**src/hdl/olt_pkg.sv**
```systemverilog
`timescale 1ns / 1ps
// ----------------------------------------------------------------------------
// olt_pkg: shared types for the ordered list table
// The action codes and the command token that walks down the row of cells.
// ----------------------------------------------------------------------------
package olt_pkg;

    localparam int KEY_W = 32;

    typedef enum logic [1:0] {
        ACT_INSERT = 2'd0,
        ACT_REMOVE = 2'd1,
        ACT_FIND   = 2'd2,
        ACT_CLEAR  = 2'd3
    } t_action;

    // Command token: one action in flight, plus the match seen so far
    typedef struct packed {
        logic             vld;
        t_action          act;
        logic [KEY_W-1:0] key;
        logic             found;
    } t_token;

endpackage

```
**src/hdl/ordered_list_table.sv**
```systemverilog
`timescale 1ns / 1ps
// ----------------------------------------------------------------------------
// ordered_list_table: bounded insertion-ordered list of 32-bit keys
// Insert, remove-first-match, find and clear over a row of key cells.
// ----------------------------------------------------------------------------
// An item is taken when start is high and busy is low. Its action walks the
// row of CAPACITY cells one cell per clock, and the result strobe o_strobe
// is registered once the token leaves the last cell; busy stays high until
// that cycle, and the next item may be started in the strobe cycle and is
// taken at the edge that ends it; no item is taken while one is in flight.
// The result is shown for one cycle only and cannot be held off by the
// receiver.
// ----------------------------------------------------------------------------
module ordered_list_table #(
    parameter int CAPACITY = 16
) (
    input  logic               i_clk,
    input  logic               i_rst_n,
    input  logic               start,
    output logic               busy,
    input  logic [1:0]         i_action,
    input  logic signed [31:0] i_key,
    output logic               o_strobe,
    output logic               o_hit,
    output logic               o_dropped,
    output logic               o_is_empty,
    output logic signed [31:0] o_head_key,
    output logic [4:0]         o_count
);
    import olt_pkg::*;

    localparam int FILL_W = $clog2(CAPACITY + 1);

    t_token             w_tok [CAPACITY+1];
    logic [KEY_W-1:0]   w_key [CAPACITY];
    t_token             r_inj;
    logic               r_busy;
    logic [FILL_W-1:0]  r_fill;
    logic [FILL_W-1:0]  n_fill;
    logic               n_hit;
    logic               n_dropped;
    logic [FILL_W+4:0]  w_fill_ext;
    logic               w_accept;
    t_token             w_done;
    logic               r_strobe;
    logic               r_hit;
    logic               r_dropped;
    logic               r_is_empty;
    logic [KEY_W-1:0]   r_head_key;
    logic [4:0]         r_count;

    assign w_accept = start && !r_busy;
    assign w_tok[0] = r_inj;
    assign w_done   = w_tok[CAPACITY];

    // Row of cells; each pulls from its right neighbor on removal
    for (genvar g = 0; g < CAPACITY; g++) begin : g_cell
        logic [KEY_W-1:0] w_next;
        if (g < CAPACITY - 1) begin : g_mid
            assign w_next = w_key[g+1];
        end else begin : g_last
            assign w_next = w_key[g];
        end
        olt_cell #(
            .INDEX  (g),
            .FILL_W (FILL_W)
        ) u_cell (
            .i_clk      (i_clk),
            .i_rst_n    (i_rst_n),
            .i_tok      (w_tok[g]),
            .i_fill     (r_fill),
            .i_next_key (w_next),
            .o_tok      (w_tok[g+1]),
            .o_key      (w_key[g])
        );
    end

    // Work out the new fill and flags when the token leaves the row
    always_comb begin
        n_fill    = r_fill;
        n_hit     = 1'b0;
        n_dropped = 1'b0;
        unique case (w_done.act)
            ACT_INSERT: begin
                if (r_fill == FILL_W'(CAPACITY)) begin
                    n_dropped = 1'b1;
                end else begin
                    n_fill = r_fill + FILL_W'(1);
                end
            end
            ACT_REMOVE: begin
                n_hit = w_done.found;
                if (w_done.found) begin
                    n_fill = r_fill - FILL_W'(1);
                end
            end
            ACT_FIND: begin
                n_hit = w_done.found;
            end
            ACT_CLEAR: begin
                n_fill = '0;
            end
            default: begin
                n_fill = r_fill;
            end
        endcase
    end

    assign w_fill_ext = (FILL_W+5)'(n_fill);

    // Launch the token, track busy, and register the result
    always_ff @(posedge i_clk) begin
        if (!i_rst_n) begin
            r_inj.vld <= 1'b0;
            r_busy    <= 1'b0;
            r_fill    <= '0;
            r_strobe  <= 1'b0;
        end else begin
            r_inj.vld <= w_accept;
            r_strobe  <= w_done.vld;
            if (w_accept) begin
                r_busy <= 1'b1;
            end else if (w_done.vld) begin
                r_busy <= 1'b0;
            end
            if (w_done.vld) begin
                r_fill <= n_fill;
            end
        end
        if (w_accept) begin
            r_inj.act   <= t_action'(i_action);
            r_inj.key   <= KEY_W'(i_key);
            r_inj.found <= 1'b0;
        end
        if (w_done.vld) begin
            r_hit      <= n_hit;
            r_dropped  <= n_dropped;
            r_is_empty <= (n_fill == '0);
            r_head_key <= (n_fill == '0) ? '0 : w_key[0];
            r_count    <= w_fill_ext[4:0];
        end
    end

    assign busy       = r_busy;
    assign o_strobe   = r_strobe;
    assign o_hit      = r_hit;
    assign o_dropped  = r_dropped;
    assign o_is_empty = r_is_empty;
    assign o_head_key = signed'(r_head_key);
    assign o_count    = r_count;

endmodule

```
**src/hdl/olt_cell.sv**
```systemverilog
`timescale 1ns / 1ps
// ----------------------------------------------------------------------------
// olt_cell: one entry of the ordered list
// Holds one key. When the token passes, compares, takes an appended key, or
// pulls its right neighbor's key to close the gap after a removal.
// ----------------------------------------------------------------------------
module olt_cell #(
    parameter int INDEX  = 0,
    parameter int FILL_W = 5
) (
    input  logic                    i_clk,
    input  logic                    i_rst_n,
    input  olt_pkg::t_token         i_tok,
    input  logic [FILL_W-1:0]       i_fill,
    input  logic [olt_pkg::KEY_W-1:0] i_next_key,
    output olt_pkg::t_token         o_tok,
    output logic [olt_pkg::KEY_W-1:0] o_key
);
    import olt_pkg::*;

    logic [KEY_W-1:0] r_key;
    logic [KEY_W-1:0] n_key;
    t_token           r_tok;
    t_token           n_tok;
    logic             w_live;
    logic             w_match;

    // Entry holds a key only below the fill mark
    assign w_live  = FILL_W'(INDEX) < i_fill;
    assign w_match = w_live && (r_key == i_tok.key);

    // Decide the entry update and the token handed on
    always_comb begin
        n_key       = r_key;
        n_tok       = i_tok;
        n_tok.found = i_tok.found | w_match;
        if (i_tok.vld) begin
            unique case (i_tok.act)
                ACT_INSERT: begin
                    if (FILL_W'(INDEX) == i_fill) begin
                        n_key = i_tok.key;
                    end
                end
                ACT_REMOVE: begin
                    if (i_tok.found || w_match) begin
                        n_key = i_next_key;
                    end
                end
                ACT_FIND,
                ACT_CLEAR: begin
                    n_key = r_key;
                end
                default: begin
                    n_key = r_key;
                end
            endcase
        end
    end

    // Hold the key; advance the token one cell per cycle
    always_ff @(posedge i_clk) begin
        if (!i_rst_n) begin
            r_tok.vld <= 1'b0;
        end else begin
            r_tok.vld <= i_tok.vld;
        end
        r_tok.act   <= n_tok.act;
        r_tok.key   <= n_tok.key;
        r_tok.found <= n_tok.found;
        if (i_tok.vld) begin
            r_key <= n_key;
        end
    end

    assign o_tok = r_tok;
    assign o_key = r_key;

endmodule
```
**config.mk**
```make
export PLATFORM = sky130hd
export DESIGN_NAME = ordered_list_table
export DESIGN_NICKNAME = d
export VERILOG_FILES = /design/src/hdl/olt_pkg.sv /design/src/hdl/ordered_list_table.sv /design/src/hdl/olt_cell.sv
export SDC_FILE = /design/constraint.sdc
export NUM_CORES = 1
export LEC_CHECK = 0
export ABC_AREA = 0
export BUFFER_PORTS_ARGS = -buffer_cell sky130_fd_sc_hd__buf_2
export CAP_MARGIN = 0
export CORE_ASPECT_RATIO = 0.6
export CORE_MARGIN = 5
export CORE_UTILIZATION = 58
export CTS_BUF_LIST = sky130_fd_sc_hd__clkbuf_4 sky130_fd_sc_hd__clkbuf_8
export DETAILED_ROUTE_END_ITERATION = 7
export PLACE_DENSITY_LB_ADDON = 0.25
export SYNTH_ARGS = -nofsm -noshare
export SYNTH_HDL_FRONTEND = slang
export SYNTH_SLANG_ARGS = --single-unit
```
**constraint.sdc**
```tcl
create_clock -name i_clk -period 4 [get_ports i_clk]
set_input_delay 0.8 -clock i_clk [delete_from_list [all_inputs] [get_ports i_clk]]
set_output_delay 0.8 -clock i_clk [all_outputs]
set_load 0.05 [all_outputs]
```
### After elaboration in Yosys (flattened, before gate mapping)

Cells that the tools add are included.

* bits in registers: 1138
* input bits: 37
* output and inout bits: 42

* add/subtract/negate cells: 2
* $lt $le $gt $ge: 16
* eq/ne operators: 114
* muxes and demuxes: 53
* bitwise logic cells: 31
* reductions and logical operators: 85

Operators by type and width (number)
* 32-bit 2-to-1 mux: 32
* 32-bit case mux with 2 select lines: 15
* 32-bit equality test: 16
* 2-bit equality test (second input constant): 34
* 2-bit by 1-bit inequality test with 1-bit output (second input constant): 31
* 4-bit AND reduction: 15
* 4-bit by 5-bit equality test with 1-bit output (first input constant): 8
* 4-bit by 5-bit < comparator with 1-bit output (first input constant): 8
* 2-bit by 1-bit equality test with 1-bit output (second input constant): 17
* 2-bit logical NOT: 17
* 2-bit OR reduction: 16
* 3-bit by 5-bit equality test with 1-bit output (first input constant): 4
* 3-bit by 5-bit < comparator with 1-bit output (first input constant): 4
* 1-bit logical AND: 17
* 1-bit inverter: 16
* 1-bit OR: 15
* 5-bit case mux with 3 select lines: 1
* 1-bit logical OR: 14
* 2-bit by 5-bit equality test with 1-bit output (first input constant): 2
* 5-bit logical NOT: 2
* 1-bit by 5-bit < comparator with 1-bit output (first input constant): 2
* 2-bit by 5-bit < comparator with 1-bit output (first input constant): 2
* 5-bit 2-to-1 mux: 2
* 5-bit by 1-bit adder with 5-bit output (second input constant): 1
* other kinds (8): 10

### Longest topological paths before layout

Gate-level depths: netlist of run 1.

* depth after elaboration: 5
* mapped depth: 9
* mapped depth without buffers: 7

### Hierarchy

From an unflattened synthesis of run 1, not the netlist that was laid out.

* cells, all modules: 2732
* area total of the unflattened synthesis: 43046.3 µm²

Modules (own cells, without submodules)
* olt_cell at g_cell[11].u_cell ...: times used 2, cells each 158, area an instance 2493.6 µm², seq. area each 1681.6 µm²
* olt_cell at g_cell[3].u_cell ...: times used 2, cells each 158, area an instance 2488.6 µm², seq. area each 1681.6 µm²
* olt_cell at g_cell[0].u_cell ...: times used 2, cells each 157, area an instance 2478.6 µm², seq. area each 1681.6 µm²
* ordered_list_table: times used 1, cells each 207, area an instance 3253.1 µm², seq. area each 2382.3 µm²
* olt_cell at g_cell[2].u_cell: times used 1, cells each 157, area an instance 2506.2 µm², seq. area each 1681.6 µm²
* olt_cell at g_cell[10].u_cell: times used 1, cells each 158, area an instance 2503.7 µm², seq. area each 1681.6 µm²
* olt_cell at g_cell[13].u_cell: times used 1, cells each 156, area an instance 2498.6 µm², seq. area each 1681.6 µm²
* olt_cell at g_cell[12].u_cell: times used 1, cells each 159, area an instance 2488.6 µm², seq. area each 1681.6 µm²
* olt_cell at g_cell[4].u_cell: times used 1, cells each 156, area an instance 2486.1 µm², seq. area each 1681.6 µm²
* olt_cell at g_cell[5].u_cell: times used 1, cells each 159, area an instance 2483.6 µm², seq. area each 1681.6 µm²
* olt_cell at g_cell[7].u_cell: times used 1, cells each 159, area an instance 2478.6 µm², seq. area each 1681.6 µm²
* olt_cell at g_cell[8].u_cell: times used 1, cells each 159, area an instance 2477.4 µm², seq. area each 1681.6 µm²
* olt_cell at g_cell[15].u_cell: times used 1, cells each 158, area an instance 2476.1 µm², seq. area each 1681.6 µm²
* olt_cell at g_cell[9].u_cell: times used 1, cells each 158, area an instance 2472.4 µm², seq. area each 1681.6 µm²

### Least setup slack after synthesis of run 1

Ideal clock, no wire load.

* kind: reg-to-reg
* start: register r_fill[3]
* end: register g_cell[10].u_cell.r_key[0], enable pin
* library setup time: 466 ps
* arrival time: 3739 ps
* data required time: 3534 ps
* path slack: -205 ps
* stages on the path, launching flop included: 7
* buffers on the path: 1
* period minus slack after synthesis: 4205 ps
* cell sequence: dfxtp_1 buf_2 nor3b_1 a211oi_1 nand4_1 or4_1 o21ai_0

* longest elaborated chain between the ends: 5
* elaborated cells on any way between the ends: 7

RTL lines
* start, declared: RTL line ordered_list_table.sv:38 `logic [FILL_W-1:0] r_fill;`
* start signal, assigned: RTL line ordered_list_table.sv:127 `r_fill <= n_fill;`
* 4-bit by 5-bit < comparator with 1-bit output: RTL line olt_cell.sv:29 `assign w_live = FILL_W'(INDEX) < i_fill;`
* 1-bit logical AND: RTL line olt_cell.sv:30 `assign w_match = w_live && (r_key == i_tok.key);`
* 1-bit logical OR: RTL line olt_cell.sv:45 `if (i_tok.found || w_match) begin`
* 2-bit by 1-bit inequality test with 1-bit output (no source line)
* 4-bit AND reduction (no source line) (*)
* end signal, assigned: RTL line olt_cell.sv:71 `r_key <= n_key;`
* end, declared: RTL line olt_cell.sv:21 `logic [KEY_W-1:0] r_key;`

Every way passes the cells marked *; elsewhere a longest branch is shown, timed or not.
A chain may end at the register's enable or synchronous reset.

### Worst setup path after layout of run 1

* start: register r_fill[3]
* end: register g_cell[7].u_cell.r_key[7], enable pin

* longest elaborated chain between the ends: 5
* elaborated cells on any way between the ends: 7

RTL lines (RTL line)
* 3-bit by 5-bit < comparator with 1-bit output: olt_cell.sv:29
* 1-bit logical AND: olt_cell.sv:30
* 1-bit logical OR: olt_cell.sv:45
* 2-bit by 1-bit inequality test with 1-bit output (no source line)
* 4-bit AND reduction (no source line) (*)
* end signal, assigned: olt_cell.sv:71
* end, declared: olt_cell.sv:21

Marked as above.

==> results by group, run 1 <==
Power and ir drop
  – Tot Pwr: 23.7 mW
  – Leak Pwr: 16.5 nW
  – Pwr Density: 508 nW/um^2
  – VDD IR max: 0.332 mV

Critical path
  – Crit path kind: reg -> reg
  – Critical path fanouts, max: 32
  – R2R depth: 5
  – Startpoint types: flip-flop
  – Critical path required time: 4.41 ns
  – Critical Path End Type: flip-flop
  – Crit path launch: r_fill[3]$_SDFFE_PN0P_
  – Worst R2R Start: r_fill[3]$_SDFFE_PN0P_
  – R2r setup slk: 0.28 ns
  – Crit path arrival time: 4.14 ns
  – R2R Path End: g_cell[7].u_cell.o_key[7]$_DFFE_PP_

Yosys
  – Syn Std Cell Area: 41600 um^2
  – Synth cell types: 55
  – Number of flops mapped to enable cells by yosys: 586
  – Area contributors post-synth: edfxtp_1 (42%), dfxtp_1 (27%), mux2_2 (13%)
  – Area leader, netlist: edfxtp_1
  – Ys flop type: edfxtp_1
  – Synth cell count leaders: edfxtp_1 (586), dfxtp_1 (552), mux2_2 (480)
  – Async S/R FF share, synth: 0%
  – Yosys reg bits: 1138
  – Post-synth top area share: 42.3%
  – Seq/Total Area, Yosys: 68.9%
  – Syn nets: 2686
  – Synth Warn #: 0
  – Synth Instances: 2641
  – Top-count cell post-synth: edfxtp_1
  – Post-Syn Area per Cell: 15.7 um^2

Route
  – Initial DRC Count: 2807
  – Vias after detailed routing: 22900
  – Pre-antenna DRT Iters: 5
  – DR WL met3: 13.9 mm
  – WL per Instance: 26.0 um
  – Met2 wire len: 35.5 mm
  – Routed met1 length: 51.8 mm
  – Antenna Nets Post-Route: 0
  – Final wirelength: 102 mm
  – Vias per inst: 5.79
  – DRC errors left: 0
  – Max Used Layer: met4

Placement
  – Final Wtd Congestion: 0.899
  – Port buffer count: 78
  – Post-Place Cell Area: 43200 um^2
  – Dpl hpwl: 74.7 mm

Clock tree
  – H-tree Lvls: 4
  – TritonCTS buffer count: 158
  – Clk_lat worst skew: 0.81 ns
  – PostCTS Resize Cnt: 0
  – Cts-stage hold buffer count: 0
  – Clk sink count: 1138
  – Post-CTS Setup Bufs: 0
  – Clock buffer depth: 3
  – Worst-path clk slew: 0.07 ns
  – CTS Root Cell: clkbuf_8
  – CTS tree: built

Global routing
  – Pin count of the biggest net entering global routing: 48
  – Total gr overflow: 0
  – GRT Overall Usage: 26.4%
  – Initial antenna violation count: 6
  – First-pass GRT wire length: 150 mm
  – Vias in the first global route: 22300

Die
  – Die span in x: 356 um
  – IO Pins: 79
  – Row cnt: 76
  – Area of the core: 71400 um^2
  – Die H: 217 um
  – Starting Density: 58.2%
  – Die area: 77300 um^2

Worst hold path
  – Critical hold path startpoint: i_key[15]
  – WHS Endpoint: r_inj[16]$_DFFE_PP_
  – Type of the tightest min-delay check: in -> reg
  – Hold Crit Depth: 1

Final layout
  – P&R area growth vs syn: 12.4%
  – Layout net count: 2883
  – Final core utilization: 65.4%
  – Fraction of layout cells with a size suffix above 1: 30.9%
  – Final Cell Area: 46700 um^2

STA
  – Fmax: 268 MHz
  – Least-Margin Pin Slew: 1.18 ns
  – RSZ-0062 raised after global routing: false
  – Setup Skew: 0.0293 ns
  – Final min period: 3.72 ns
  – Slew margin rel.: 21.4%
  – Final critical-path share of the clock period: 93.1%
  – Slew Limit Fails: 0
  – Final Setup Violations: 0
  – Hold Violations, Final: 0

Outcome
  – Outcome: finished clean

Run
  – Max Cap Violations: 0
[per-layer routing]
| layer | track usage, % | up-vias |
|---|---|---|
| met3 | 9.50 | 113 |
| met5 | 0 | - |
| met2 | 29.5 | 1179 |
| li1 | - | 10000 |
| met4 | 6.14 | 0 |
| met1 | 46.1 | 11500 |
[cells in the final DEF, fill, tap and decap left out, types with 9 or more instances in the layout]
cell      instances
dfxtp_1         551
buf_4            34
nand3_1          14
clkinv_2         14
mux2_2          480
clkbuf_8        198
inv_1            14
xor2_1          297
buf_2            79
nand2_1          40
o21ai_0          12
nand2b_1         11
clkinv_1          9
nor4_1           73
clkbuf_4         65
nand4_1          66
o21ai_2           9
edfxtp_1        586
xnor2_1         214
a21boi_0         32
nor2b_2          14
nor2b_1          10
nor3_1           16
nor2_1            9
nand3b_1          9
and2_1           22
[final cells by class]
class | count | area, um^2
tap | 975 | 1220
timing repair buffer | 114 | 661
clock inverter | 31 | 259
sequential | 1138 | 28600
multi-input combinational | 1412 | 12700
fill | 5023 | 24700
clock buffer | 263 | 3210
inverter | 14 | 52.6
antenna | 1 | 2.50
[worst max-delay path: stages, from the launching register on]
cell and delay (ns):
dfxtp_1 0.75, nor2_1 0.35, nor2_1 0.36, nand4_1 0.15, nor4_1 0.82, a31o_2 0.87
[kinds of logic (layout without fill, tap and decap cells)]
logic type | after synthesis | count (layout) | share of synthesized area [%]
compound gates | 93 | 93 | 1.57
xor+xnor | 511 | 511 | 10.8
fa+ha+maj | 8 | 8 | 0.241
buf+inv | 91 | 422 | 0.873
flops | 1138 | 1138 | 68.9
mux | 486 | 486 | 13.1
other cells | 0 | 1 | 0
simple gates | 314 | 314 | 4.48
[flip-flops by register name, indices dropped and copies added (netlist names)]
name	count
g_cell.u_cell.o_tok	544
r_fill	5
o_strobe	1
r_inj	35
o_hit	1
o_is_empty	1
g_cell.u_cell.o_key	512
busy	1
o_count	5
o_dropped	1
o_head_key	32
[report_power, final]
part	switching (mW)	internal, mW
sequential	0.402	12.6
combinational	0.445	0.538
clock	4.37	5.33
total	5.22	18.5
[worst max path at each step]
stage	slack, ns	end
global placement	-0.08	g_cell[6].u_cell.o_key[7]$_DFFE_PP_
floorplan	0.04	g_cell[3].u_cell.o_key[0]$_DFFE_PP_
detailed placement	0.44	g_cell[7].u_cell.o_key[21]$_DFFE_PP_
global route	0.03	g_cell[7].u_cell.o_key[7]$_DFFE_PP_
finish	0.28	g_cell[7].u_cell.o_key[7]$_DFFE_PP_
CTS	0.43	g_cell[7].u_cell.o_key[7]$_DFFE_PP_
[per-stage QoR]
step	hold WS, ns	TNS, ns	std cells	worst slack, ns
CTS	0.105	0	3947	0.431
global route	0.126	0	3947	0.0253
detailed placement	0.338	0	3653	0.445
global placement	0.339	-2.41	3651	-0.0803
finish	0.170	0	3948	0.275
floorplan	0.331	0	2641	0.0434
Note: power is estimated with default switching activity, not from simulation.
==> run 2, diff against run 1 <==
--- a/config.mk
+++ b/config.mk
@@ -9,8 +9,7 @@
 export BUFFER_PORTS_ARGS = -buffer_cell sky130_fd_sc_hd__buf_2
 export CAP_MARGIN = 0
 export CORE_ASPECT_RATIO = 0.6
-export CORE_MARGIN = 5
-export CORE_UTILIZATION = 58
+export CORE_UTILIZATION = 65
 export CTS_BUF_LIST = sky130_fd_sc_hd__clkbuf_4 sky130_fd_sc_hd__clkbuf_8
 export DETAILED_ROUTE_END_ITERATION = 7
 export PLACE_DENSITY_LB_ADDON = 0.25
==> constraint.sdc (replaced) <==
create_clock -name i_clk -period 3.8 [get_ports i_clk]
set_input_delay 0.76 -clock i_clk [delete_from_list [all_inputs] [get_ports i_clk]]
set_output_delay 0.76 -clock i_clk [all_outputs]
set_load 0.05 [all_outputs]
==> results by group, run 2 (synthesized netlist as in run 1, its figures left out) <==
Critical path
  – R2R Path End: g_cell[6].u_cell.o_key[3]$_DFFE_PP_
  – Critical path's slowest cell: a2111oi_1
  – Critical Path End Type: flip-flop
  – Critical path required time: 4.19 ns
  – Crit-path max cell delay: 0.96 ns
  – Crit path arrival time: 4.10 ns
  – Critical path fanouts, max: 32
  – Delay-heaviest family, CP: compound AO/OA/AOI/OAI gates
  – CP Depth: 5
  – Crit path launch: r_fill[2]$_SDFFE_PN0P_
  – WP buf/inv: 1
  – CP Cell Sequence: nand3_1, a2111oi_1, nand4_1, o21ai_2, buf_4
  – R2r setup slk: 0.09 ns
  – Worst R2R Start: r_fill[2]$_SDFFE_PN0P_
  – Crit path kind: reg -> reg
  – Setup crit end: g_cell[6].u_cell.o_key[3]$_DFFE_PP_
  – Startpoint types: flip-flop
  – R2R depth: 5

Die
  – Die area: 65000 um^2
  – Starting Density: 66.1%
  – IO Pins: 79
  – Area of the core: 62900 um^2
  – Die span in x: 328 um
  – Row cnt: 71
  – Die H: 198 um

Worst hold path
  – Type of the tightest min-delay check: in -> reg
  – Critical hold path startpoint: i_key[2]

Clock tree
  – Clk_lat worst skew: 0.78 ns
  – Worst-path clk slew: 0.06 ns
  – Clock buffer depth: 3
  – CTS Root Cell: clkbuf_8
  – Clk sink count: 1138
  – Post-CTS Setup Bufs: 0
  – TritonCTS buffer count: 153
  – H-tree Lvls: 4
  – CTS tree: built

Route
  – Initial DRC Count: 2713
  – Antenna Nets Post-Route: 0
  – Vias per inst: 6.02
  – WL per Instance: 26.6 um
  – DRC errors left: 18
  – Final wirelength: 101 mm
  – Pre-antenna DRT Iters: 8
  – Vias after detailed routing: 22900

Final layout
  – Fillcell total: 3829
  – Max FFs per register: 544
  – # diodes: 0
  – Layout Cells excl Fill: 3805
  – Layout net count: 2880
  – P&R area growth vs syn: 11.6%
  – Footprint of the multi-input gates: 12700 um^2
  – Commonest non-fill, non-tap cell in the layout: edfxtp_1
  – Final Cell Area: 46400 um^2
  – Fraction of layout cells with a size suffix above 1: 30.8%
  – Register Area: 28600 um^2
  – Most frequent cells in the layout: edfxtp_1 (586), dfxtp_1 (551), mux2_2 (480), xor2_1 (297), xnor2_1 (214)

STA
  – Setup WS post-layout: 0.0946 ns
  – Final Setup Violations: 0
  – Final critical-path share of the clock period: 97.5%
  – Setup Skew: 0.0456 ns
  – RSZ-0062 raised after global routing: false
  – Fmax: 270 MHz
  – Least-Margin Pin Slew: 1.12 ns
  – Hold Violations, Final: 0
  – Slew margin rel.: 25.4%
  – Final min period: 3.71 ns
  – Slew Limit Fails: 0

Placement
  – Dpl hpwl: 73.2 mm
  – Final Wtd Congestion: 0.962
  – Port buffer count: 78
  – Cells after DPL: 3519
  – Post-place setup slack: 0.0365 ns
  – Post-Place Cell Area: 43100 um^2

Run
  – Max Cap Violations: 0

Power and ir drop
  – VDD IR max: 0.359 mV
  – Pwr Density: 529 nW/um^2
  – Leak Pwr: 16.4 nW
  – Tot Pwr: 24.5 mW

Outcome
  – Outcome: complete, but fails checks
  – Failing checks: design-rule violations

Global routing
  – Pin count of the biggest net entering global routing: 48
  – Initial antenna violation count: 3
  – Vias in the first global route: 22400
  – GRT Overall Usage: 31.4%
  – Total gr overflow: 0
  – First-pass GRT wire length: 148 mm
==> run 2: power breakdown <==
group / switching (mW) / internal (mW) / leakage (nW)
Combinational: 0.475 / 0.568 / 4.73
Sequential: 0.429 / 13.3 / 9.94
Clock: 4.52 / 5.27 / 1.77
==> run 2: worst min-delay path by stage <==
stage / to / slack (ns) / cells past startpoint
CTS: r_inj[3]$_DFFE_PP_ / 0.12 / 1
floorplan: g_cell[15].u_cell.o_tok[33]$_DFF_P_ / 0.33 / 0
detailed placement: g_cell[15].u_cell.o_tok[34]$_DFF_P_ / 0.34 / 0
global placement: g_cell[15].u_cell.o_tok[33]$_DFF_P_ / 0.34 / 0
finish: r_inj[3]$_DFFE_PP_ / 0.17 / 1
global route: r_inj[6]$_DFFE_PP_ / 0.13 / 1
==> run 2: stage by stage <==
| stage | util (%) | TNS (ns) | hold slack (ns) |
|---|---|---|---|
| after global placement | 68.5 | -4.70 | 0.341 |
| final | 73.7 | 0 | 0.166 |
| after floorplan | - | 0 | 0.331 |
| after detailed placement | 68.5 | 0 | 0.341 |
| after CTS | 73.7 | 0 | 0.118 |
| after global routing | 73.7 | 0 | 0.128 |
==> run 2: layout make-up <==
type / instances / area share, %
Tap cell: 839 / 2.26
Clock inverter: 31 / 0.459
Multi-Input combinational cell: 1412 / 27.3
Clock buffer: 255 / 6.65
Inverter: 14 / 0.113
Timing Repair Buffer: 116 / 1.46
Sequential cell: 1138 / 61.8
==> run 2: layer usage <==
metal	up-vias	global-route usage [%]	part of all wire, %
li1	10000	-	-
met2	1284	36.6	36
met4	2	5.70	0.94
met3	93	14.0	15
met1	11500	52.0	48
met5	-	0	0.020
==> run 2: repair_timing <==
action,in CTS,in global routing
setup endpoints to repair,0,32
hold buffers,0,0
resized for setup,0,1
endpoints found under the hold margin,0,0
